### src/rtl/assert_macros.svh
// Assertion macros shared by the deframer RTL.
// No dependencies; include by bare file name.
`ifndef ASSERT_MACROS_SVH
`define ASSERT_MACROS_SVH

// Same-cycle implication, disabled in reset.
`define SFD_ASSERT_NOW(label, clk, rst, cond, prop) \
   label: assert property (@(posedge clk) disable iff (rst) (cond) |-> (prop)) \
      else $error("deframer assertion failed");

// Next-cycle implication, disabled in reset.
`define SFD_ASSERT_NEXT(label, clk, rst, cond, prop) \
   label: assert property (@(posedge clk) disable iff (rst) (cond) |=> (prop)) \
      else $error("deframer assertion failed");

`endif

### src/rtl/sfd_pkg.sv
// Types and constants for the sensor frame deframer.
// No dependencies; used by the channel interfaces and the top level.
package sfd_pkg;

   localparam int ByteWidth   = 8;
   localparam int LenWidth    = 16;
   localparam int WordWidth   = 16;
   localparam int NumWidth    = 10;
   localparam int KindWidth   = 2;
   localparam int CodeWidth   = 3;

   localparam logic [ByteWidth-1:0] SyncByte   = 8'hFF;
   localparam logic [LenWidth-1:0]  LimitReset = 16'd2048;

   typedef enum logic [KindWidth-1:0] {
      KIND_SAMPLE = 2'd0,
      KIND_GOOD   = 2'd1,
      KIND_ERROR  = 2'd2
   } kind_type;

   typedef enum logic [CodeWidth-1:0] {
      ERR_NONE = 3'd0,
      ERR_SYNC = 3'd1,
      ERR_TYPE = 3'd2,
      ERR_LONG = 3'd3,
      ERR_SUM  = 3'd4
   } err_type;

   typedef struct packed {
      kind_type              kind;
      logic [WordWidth-1:0]  word;
      logic [NumWidth-1:0]   number;
      logic                  ftype;
      err_type               code;
   } rsp_type;

endpackage

### src/rtl/sfd_channels.sv
// Valid/ready channel interfaces for the deframer: byte in, result out, csr write.
// Depends on sfd_pkg for field widths.
interface sfd_req_if;
   logic                         valid;
   logic                         ready;
   logic [sfd_pkg::ByteWidth-1:0] rx_byte;
   modport source (output valid, output rx_byte, input ready);
   modport sink   (input valid, input rx_byte, output ready);
endinterface

interface sfd_rsp_if;
   logic                          valid;
   logic                          ready;
   logic [sfd_pkg::KindWidth-1:0] result_kind;
   logic [sfd_pkg::WordWidth-1:0] sample_word;
   logic [sfd_pkg::NumWidth-1:0]  sample_number;
   logic                          frame_type;
   logic [sfd_pkg::CodeWidth-1:0] error_code;
   modport source (output valid, output result_kind, output sample_word,
                   output sample_number, output frame_type, output error_code,
                   input ready);
   modport sink   (input valid, input result_kind, input sample_word,
                   input sample_number, input frame_type, input error_code,
                   output ready);
endinterface

interface sfd_csr_if;
   logic                         valid;
   logic                         ready;
   logic [sfd_pkg::LenWidth-1:0] data;
   modport source (output valid, output data, input ready);
   modport sink   (input valid, input data, output ready);
endinterface

### src/rtl/sensor_frame_deframer.sv
// Sensor frame deframer: one byte per cycle in unless stalled, at most one result word out per byte.
// Depends on sfd_pkg, sfd_channels.sv and assert_macros.svh.

// Accepts one received byte per clock and parses frames of two 0xFF sync bytes, a
// type byte, a 16-bit length (MSB first), the payload and an inverted-sum checksum.
// Type 0 payload byte pairs come out as 16-bit samples; each frame attempt ends in
// one good or error word. A result is presented in the cycle after its byte is taken,
// from a single output register; a byte is taken whenever that register is empty or
// being read in the same cycle, so the sustained rate is one byte per cycle and a
// stalled result side stops input only while the output register stays full. The
// payload limit register is written through the csr channel, which is always ready.
module sensor_frame_deframer (
   input  logic       clock,
   input  logic       reset,
   sfd_req_if.sink    req_ch,
   sfd_rsp_if.source  rsp_ch,
   sfd_csr_if.sink    csr_ch
);
   import sfd_pkg::*;
   `include "assert_macros.svh"

   typedef enum logic [2:0] {
      PH_SYNC1   = 3'd0,
      PH_SYNC2   = 3'd1,
      PH_TYPE    = 3'd2,
      PH_LEN_HI  = 3'd3,
      PH_LEN_LO  = 3'd4,
      PH_PAYLOAD = 3'd5,
      PH_CHECK   = 3'd6
   } phase_type;

   phase_type             phase_ff,   phase_in;
   logic                  type_ff,    type_in;
   logic [LenWidth-1:0]   length_ff,  length_in;
   logic [LenWidth-1:0]   taken_ff,   taken_in;
   logic [ByteWidth-1:0]  high_ff,    high_in;
   logic [ByteWidth-1:0]  sum_ff,     sum_in;
   logic [NumWidth-1:0]   samples_ff, samples_in;
   logic [LenWidth-1:0]   limit_ff;
   logic                  rsp_valid_ff;
   rsp_type               rsp_ff,     rsp_in;
   logic                  res_valid;

   logic                  req_accept;
   logic [ByteWidth-1:0]  b;
   logic [ByteWidth-1:0]  sum_add;
   logic [LenWidth-1:0]   len_full;
   logic [LenWidth-1:0]   taken_inc;

   assign req_ch.ready = !rsp_valid_ff || rsp_ch.ready;
   assign req_accept   = req_ch.valid && req_ch.ready;
   assign csr_ch.ready = 1'b1;

   assign b         = req_ch.rx_byte;
   assign sum_add   = sum_ff + b;
   assign len_full  = {length_ff[LenWidth-1:ByteWidth], b};
   assign taken_inc = taken_ff + 16'd1;

   always_comb begin
      phase_in   = phase_ff;
      type_in    = type_ff;
      length_in  = length_ff;
      taken_in   = taken_ff;
      high_in    = high_ff;
      sum_in     = sum_ff;
      samples_in = samples_ff;
      res_valid  = 1'b0;
      rsp_in     = '{kind: KIND_ERROR, word: '0, number: '0, ftype: 1'b0, code: ERR_NONE};
      unique case (phase_ff)
         PH_SYNC2: begin
            if (b != SyncByte) begin
               phase_in    = PH_SYNC1;
               res_valid   = 1'b1;
               rsp_in.code = ERR_SYNC;
            end else begin
               sum_in   = sum_add;
               phase_in = PH_TYPE;
            end
         end
         PH_TYPE: begin
            if (b > 8'd1) begin
               phase_in    = PH_SYNC1;
               res_valid   = 1'b1;
               rsp_in.code = ERR_TYPE;
            end else begin
               type_in  = b[0];
               sum_in   = sum_add;
               phase_in = PH_LEN_HI;
            end
         end
         PH_LEN_HI: begin
            length_in = {b, 8'd0};
            sum_in    = sum_add;
            phase_in  = PH_LEN_LO;
         end
         PH_LEN_LO: begin
            length_in = len_full;
            sum_in    = sum_add;
            if (len_full >= limit_ff) begin
               phase_in     = PH_SYNC1;
               res_valid    = 1'b1;
               rsp_in.ftype = type_ff;
               rsp_in.code  = ERR_LONG;
            end else begin
               taken_in   = '0;
               samples_in = '0;
               phase_in   = (len_full == '0) ? PH_CHECK : PH_PAYLOAD;
            end
         end
         PH_PAYLOAD: begin
            sum_in = sum_add;
            if (!type_ff) begin
               if (!taken_ff[0]) begin
                  high_in = b;
               end else begin
                  res_valid     = 1'b1;
                  rsp_in.kind   = KIND_SAMPLE;
                  rsp_in.word   = {high_ff, b};
                  rsp_in.number = samples_ff;
                  samples_in    = samples_ff + 10'd1;
               end
            end
            taken_in = taken_inc;
            if (taken_inc >= length_ff) phase_in = PH_CHECK;
         end
         PH_CHECK: begin
            phase_in      = PH_SYNC1;
            res_valid     = 1'b1;
            rsp_in.number = samples_ff;
            rsp_in.ftype  = type_ff;
            if (~sum_ff == b) begin
               rsp_in.kind = KIND_GOOD;
            end else begin
               rsp_in.code = ERR_SUM;
            end
         end
         default: begin
            // first sync byte, and any unused phase code
            phase_in = PH_SYNC1;
            if (b != SyncByte) begin
               res_valid   = 1'b1;
               rsp_in.code = ERR_SYNC;
            end else begin
               sum_in     = b;
               type_in    = 1'b0;
               length_in  = '0;
               taken_in   = '0;
               samples_in = '0;
               phase_in   = PH_SYNC2;
            end
         end
      endcase
   end

   always_ff @(posedge clock) begin
      if (reset) begin
         phase_ff     <= PH_SYNC1;
         type_ff      <= 1'b0;
         length_ff    <= '0;
         taken_ff     <= '0;
         high_ff      <= '0;
         sum_ff       <= '0;
         samples_ff   <= '0;
         limit_ff     <= LimitReset;
         rsp_valid_ff <= 1'b0;
      end else begin
         if (csr_ch.valid) limit_ff <= csr_ch.data;
         if (req_accept) begin
            phase_ff   <= phase_in;
            type_ff    <= type_in;
            length_ff  <= length_in;
            taken_ff   <= taken_in;
            high_ff    <= high_in;
            sum_ff     <= sum_in;
            samples_ff <= samples_in;
         end
         if (req_ch.ready) rsp_valid_ff <= req_accept && res_valid;
      end
   end

   // payload register, loaded only with a new result word
   always_ff @(posedge clock) begin
      if (req_accept && res_valid) rsp_ff <= rsp_in;
   end

   assign rsp_ch.valid         = rsp_valid_ff;
   assign rsp_ch.result_kind   = rsp_ff.kind;
   assign rsp_ch.sample_word   = rsp_ff.word;
   assign rsp_ch.sample_number = rsp_ff.number;
   assign rsp_ch.frame_type    = rsp_ff.ftype;
   assign rsp_ch.error_code    = rsp_ff.code;

   `SFD_ASSERT_NOW(a_stall_blocks_input, clock, reset,
      rsp_valid_ff && !rsp_ch.ready, !req_ch.ready)
   `SFD_ASSERT_NOW(a_sample_fields, clock, reset,
      rsp_valid_ff && rsp_ff.kind == KIND_SAMPLE,
      rsp_ff.code == ERR_NONE && !rsp_ff.ftype)
   `SFD_ASSERT_NOW(a_payload_nonempty, clock, reset,
      phase_ff == PH_PAYLOAD, length_ff != '0 && taken_ff < length_ff)
   `SFD_ASSERT_NEXT(a_result_follows_end, clock, reset,
      req_accept && phase_ff == PH_CHECK, rsp_valid_ff && rsp_ff.kind != KIND_SAMPLE)
endmodule

### src/flat_wrapper.sv
// flat-port wrapper written by rule: the top's interface ports become plain ports
module sensor_frame_deframer_flat import sfd_pkg::*;
  (clock, reset, req_ch_valid, req_ch_rx_byte, req_ch_ready, rsp_ch_valid, rsp_ch_result_kind, rsp_ch_sample_word, rsp_ch_sample_number, rsp_ch_frame_type, rsp_ch_error_code, rsp_ch_ready, csr_ch_valid, csr_ch_data, csr_ch_ready);
  sfd_req_if req_ch_i ();
  sfd_rsp_if rsp_ch_i ();
  sfd_csr_if csr_ch_i ();
  input  logic clock;
  input  logic reset;
  input wire logic [$bits(req_ch_i.valid)-1:0] req_ch_valid;
  input wire logic [$bits(req_ch_i.rx_byte)-1:0] req_ch_rx_byte;
  output wire logic [$bits(req_ch_i.ready)-1:0] req_ch_ready;
  output wire logic [$bits(rsp_ch_i.valid)-1:0] rsp_ch_valid;
  output wire logic [$bits(rsp_ch_i.result_kind)-1:0] rsp_ch_result_kind;
  output wire logic [$bits(rsp_ch_i.sample_word)-1:0] rsp_ch_sample_word;
  output wire logic [$bits(rsp_ch_i.sample_number)-1:0] rsp_ch_sample_number;
  output wire logic [$bits(rsp_ch_i.frame_type)-1:0] rsp_ch_frame_type;
  output wire logic [$bits(rsp_ch_i.error_code)-1:0] rsp_ch_error_code;
  input wire logic [$bits(rsp_ch_i.ready)-1:0] rsp_ch_ready;
  input wire logic [$bits(csr_ch_i.valid)-1:0] csr_ch_valid;
  input wire logic [$bits(csr_ch_i.data)-1:0] csr_ch_data;
  output wire logic [$bits(csr_ch_i.ready)-1:0] csr_ch_ready;
  assign req_ch_i.valid = req_ch_valid;
  assign req_ch_i.rx_byte = req_ch_rx_byte;
  assign req_ch_ready = req_ch_i.ready;
  assign rsp_ch_valid = rsp_ch_i.valid;
  assign rsp_ch_result_kind = rsp_ch_i.result_kind;
  assign rsp_ch_sample_word = rsp_ch_i.sample_word;
  assign rsp_ch_sample_number = rsp_ch_i.sample_number;
  assign rsp_ch_frame_type = rsp_ch_i.frame_type;
  assign rsp_ch_error_code = rsp_ch_i.error_code;
  assign rsp_ch_i.ready = rsp_ch_ready;
  assign csr_ch_i.valid = csr_ch_valid;
  assign csr_ch_i.data = csr_ch_data;
  assign csr_ch_ready = csr_ch_i.ready;
  sensor_frame_deframer u_core (.clock(clock), .reset(reset), .req_ch(req_ch_i), .rsp_ch(rsp_ch_i), .csr_ch(csr_ch_i));
endmodule
### config.mk
export PLATFORM = sky130hd
export DESIGN_NAME = sensor_frame_deframer_flat
export DESIGN_NICKNAME = d
export VERILOG_FILES = /design/src/rtl/sfd_pkg.sv /design/src/rtl/sfd_channels.sv /design/src/rtl/sensor_frame_deframer.sv /design/src/flat_wrapper.sv
export VERILOG_INCLUDE_DIRS = /design/src /design/src/rtl
export SDC_FILE = /design/constraint.sdc
export NUM_CORES = 1
export LEC_CHECK = 0
export BUFFER_PORTS_ARGS = -buffer_cell sky130_fd_sc_hd__buf_2
export CAP_MARGIN = 0
export CORE_ASPECT_RATIO = 0.8
export CORE_MARGIN = 4
export CORE_UTILIZATION = 30
export CTS_CLUSTER_DIAMETER = 30
export CTS_CLUSTER_SIZE = 28
export DETAILED_ROUTE_END_ITERATION = 8
export PLACE_DENSITY_LB_ADDON = 0.15
export SLEW_MARGIN = 0
export SYNTH_ARGS = -nofsm -noshare
export SYNTH_HDL_FRONTEND = slang
export SYNTH_SLANG_ARGS = --single-unit
export TNS_END_PERCENT = 5
### constraint.sdc
create_clock -name clock -period 3.9 [get_ports clock]
set_input_delay 0.195 -clock clock [delete_from_list [all_inputs] [get_ports clock]]
set_output_delay 0.195 -clock clock [all_outputs]
set_load 0.01 [all_outputs]
==> impl_metrics.py <==
metrics = {
    "run_status": {
        "outcome": "finished clean",
    },
    "logic_synthesis": {
        "synth.most_common_cell": "nor2_1",
        "synth_fp_nets": 744,
        "synthCells": 672,
        "synth_area_leaders": "dfxtp_1 26%, edfxtp_1 16%, ha_1 8.7%",
        "ys.warnings.count": 0,
        "ys_seq_area_frac": 0.421,
        "synth-edff-count": 32,
        "async_reset_ff_frac": 0,
        "avgSynthCellArea_sq_um": 8.98,
        "syn_area_sq_um": 6040,
        "yosysUniqueCellTypes": 60,
        "yosysTopAreaCell": "dfxtp_1",
        "synth.top_cells.by_count": "83 x nor2_1, 79 x dfxtp_1, 51 x a21oi_1, 43 x inv_1, 42 x ha_1",
        "synth_top_cell_area_share": 0.262,
        "ys_ff_latch": 111,
        "synthFlopType": "dfxtp_1",
    },
    "placed_design": {
        "place_congestion": 0.828,
        "port_buffers": 62,
        "placed_cell_area_sq_um": 6610,
        "dp_hpwl_mm": 11.1,
    },
    "drt": {
        "drt_pass1_iterations": 5,
        "wl_per_cell_microns": 15.5,
        "vias": 4967,
        "vias_per_cell": 5.02,
        "drt_iter0_drc": 429,
        "ant_nets": 0,
        "wl_mm": 15.3,
        "drc": 0,
    },
    "sta": {
        "setup_viol_count_final": 0,
        "skew_ns": 0.0110,
        "max_freq_ghz": 0.283,
        "hold_viol_final": 0,
        "fin_setup_tns_ns": 0,
        "maxSlewViolCount": 0,
        "slew_headroom": 0.343,
        "min_period_over_period": 0.905,
        "fin_crit_ns": 3.53,
        "worst_slew_pin_slew_ns": 0.986,
        "rsz0062_at_grt": "no",
    },
    "floorplan": {
        "io_pins": 64,
        "start_util": 0.305,
        "dieArea_sq_um": 22500,
        "die_w_microns": 167,
        "core_area_sq_um": 19800,
        "rows": 46,
        "die_h_microns": 135,
    },
    "job": {
        "drv_cap": 0,
    },
    "cells_and_area": {
        "diodes": 0,
        "fin_area_sq_um": 6900,
        "area_growth_syn_to_layout_pct": 14.4,
        "drive_gt1_frac": 0.134,
        "nNetsFinal": 792,
    },
    "pwr": {
        "power_mw": 2.37,
        "power.internal_mw": 1.75,
        "seqPwrFrac": 0.522,
        "netSwitchingFraction": 0.261,
        "pwr-share-comb": 0.095,
        "clkPwrFrac": 0.383,
        "ir_drop_uv": 191,
        "leakage_nw": 2.84,
        "switchingPower_uw": 617,
        "power_density_nw_per_um2": 343,
    },
    "clock_tree": {
        "hold_buffers": 0,
        "htreeDepth": 3,
        "clk_pin_slew_worst_paths_ns": 0.08,
        "clk_latency_ns": 0.36,
        "cts_buffers": 9,
        "clock-sinks": 111,
        "cts_tree": "yes",
        "cts_buffer_depth": 2,
        "cts_root_buffer": "clkbuf_16",
    },
    "worst_setup_path": {
        "slowest_stage": "dfxtp_1",
        "required_ns": 4.16,
        "start_kind": "flop",
        "max_stage_delay_ns": 0.48,
        "crit_start": "u_core.taken_ff[0]",
        "r2r_start": "u_core.taken_ff[0]",
        "cp-endpoint": "u_core.phase_ff[1]",
        "path_cells": "and3_1 -> and3_1 -> and3_1 -> nand3_1 -> or2_2 -> xnor2_1 -> ha_1 -> and3_1 -> a2111oi_1 -> nor2_1 -> a41oi_2 -> a211oi_1 -> a221oi_1",
        "rr_worst_depth": 13,
        "reg2reg_to": "u_core.phase_ff[1]",
        "cp-end-kind": "flop",
        "critPathKind": "flop to flop",
        "crit_top_cell": "and3_1",
        "r2r_slack_ns": 0.37,
        "critical_path_arrival_ns": 3.80,
        "path_max_fanout": 9,
    },
    "global_route": {
        "grt_start_max_net_pins": 52,
        "gr-total-overflow": 0,
        "grt_pass1_wl_mm": 25.7,
        "grt_pass1_vias": 4854,
        "gr-usage-all-layers": 0.140,
        "antenna_found_initial": 0,
    },
    "min_path": {
        "hp-class": "input pin to flop",
        "hold_depth": 3,
    },
}
## registers in the layout, summed over array words and instances, names as in the netlist
signal,count
u_core.length_ff,16
u_core.rsp_ch.frame_type,1
u_core.rsp_ch.error_code,3
u_core.rsp_ch.result_kind,2
u_core.taken_ff,16
u_core.limit_ff,16
u_core.rsp_ch.sample_word,16
u_core.phase_ff,3
u_core.samples_ff,10
u_core.rsp_ch.sample_number,10
u_core.type_ff,1
u_core.rsp_ch.valid,1
u_core.sum_ff,8
u_core.high_ff,8
## repair_timing
action,CTS,global route
setup buffers,0,0
setup endpoints to repair,0,3
gates resized for setup,0,2
## placed cells by master, fill, tap and decap left out, types with 2 or more instances in the layout
| cell | instances |
|---|---|
| nor2_1 | 83 |
| clkbuf_16 | 9 |
| dfxtp_1 | 79 |
| o22ai_1 | 3 |
| nor2b_1 | 4 |
| inv_6 | 4 |
| a21oi_1 | 50 |
| o211ai_1 | 2 |
| nand3_1 | 13 |
| a22oi_1 | 8 |
| mux2i_1 | 28 |
| buf_4 | 10 |
| inv_1 | 43 |
| or3_1 | 10 |
| nor3_1 | 16 |
| and3_1 | 26 |
| and2_1 | 17 |
| nand2_1 | 30 |
| a211oi_1 | 11 |
| o21ai_1 | 2 |
| edfxtp_1 | 32 |
| xor2_1 | 13 |
| nor4_1 | 4 |
| buf_2 | 62 |
| a21o_1 | 6 |
| nand2b_1 | 7 |
| o2111ai_1 | 3 |
| nand3b_1 | 7 |
| o21ai_0 | 28 |
| a31oi_1 | 10 |
| ha_1 | 42 |
| o21a_1 | 2 |
| nand4_1 | 19 |
| or4_1 | 2 |
| xnor2_1 | 11 |
## critical path: cells and delay by family (launching register included)
family	cells	cell delay, ns
AOI/OAI and AO/OA	4	1.06
xor gates and xnor gates	1	0.14
adders and majority gates	1	0.28
DFF	1	0.48
and+or+nand+nor	7	1.48
## how the worst min path moves through the flow
stage / endpoint / slack (ns) / startpoint
after floorplan: u_core.limit_ff[11] / 0.33 / csr_ch_data[11]
after global placement: u_core.limit_ff[11] / 0.42 / csr_ch_data[11]
after detailed placement: u_core.limit_ff[11] / 0.42 / csr_ch_data[11]
after CTS: u_core.limit_ff[11] / 0.04 / csr_ch_data[11]
after global routing: u_core.limit_ff[11] / 0.07 / csr_ch_data[11]
final: u_core.limit_ff[11] / 0.06 / csr_ch_data[11]
## power groups by stage
| stage | registers [mW] | logic [mW] | clock network (mW) |
|---|---|---|---|
| after floorplan | 1.27 | 0.136 | 0 |
| after global placement | 1.26 | 0.222 | 0 |
| after detailed placement | 1.26 | 0.226 | 0 |
| after CTS | 1.23 | 0.227 | 0.946 |
| after global routing | 1.24 | 0.254 | 0.986 |
| final | 1.23 | 0.225 | 0.907 |
## final cells by class
cell class / count / area (sq um)
fillers: 2090 / 12900
multi-input cells: 483 / 3190
flip-flops and latches: 111 / 2540
repair buffers: 72 / 385
well taps: 264 / 330
clock buffers: 10 / 229
inverters: 43 / 161
clock inverters: 6 / 60.1
## cell families (layout without fill, tap and decap cells)
kind of cell / after synthesis / count (layout) / synth area share
buffers and inverters: 78 / 131 / 0.0529
flip-flops: 111 / 111 / 0.421
multiplexers: 29 / 29 / 0.0483
AND/OR/NAND/NOR: 246 / 246 / 0.209
adder cells (fa/ha/maj): 43 / 43 / 0.0904
other: 1 / 1 / 0.000621
AO/OA/AOI/OAI: 140 / 140 / 0.143
XOR/XNOR: 24 / 24 / 0.0348
## per-layer routing
layer	up-vias	GRT usage	wire length, microns
met2	118	0.211	6480
met1	2333	0.206	8020
met5	-	0	0
li1	2504	-	-
met3	12	0.0310	688
met4	0	0.0323	160
## metrics by stage
stage / hold slack, ns / std cells / setup slack (ns) / util
after floorplan: 0.325 / 672 / 0.370 / -
final: 0.0555 / 989 / 0.369 / 0.349
after global routing: 0.0687 / 989 / 0.0376 / 0.349
after CTS: 0.0436 / 989 / 0.274 / 0.348
after detailed placement: 0.417 / 973 / 0.334 / 0.334
after global placement: 0.424 / 973 / 0.414 / 0.334
(Power assumes the default switching activity.)
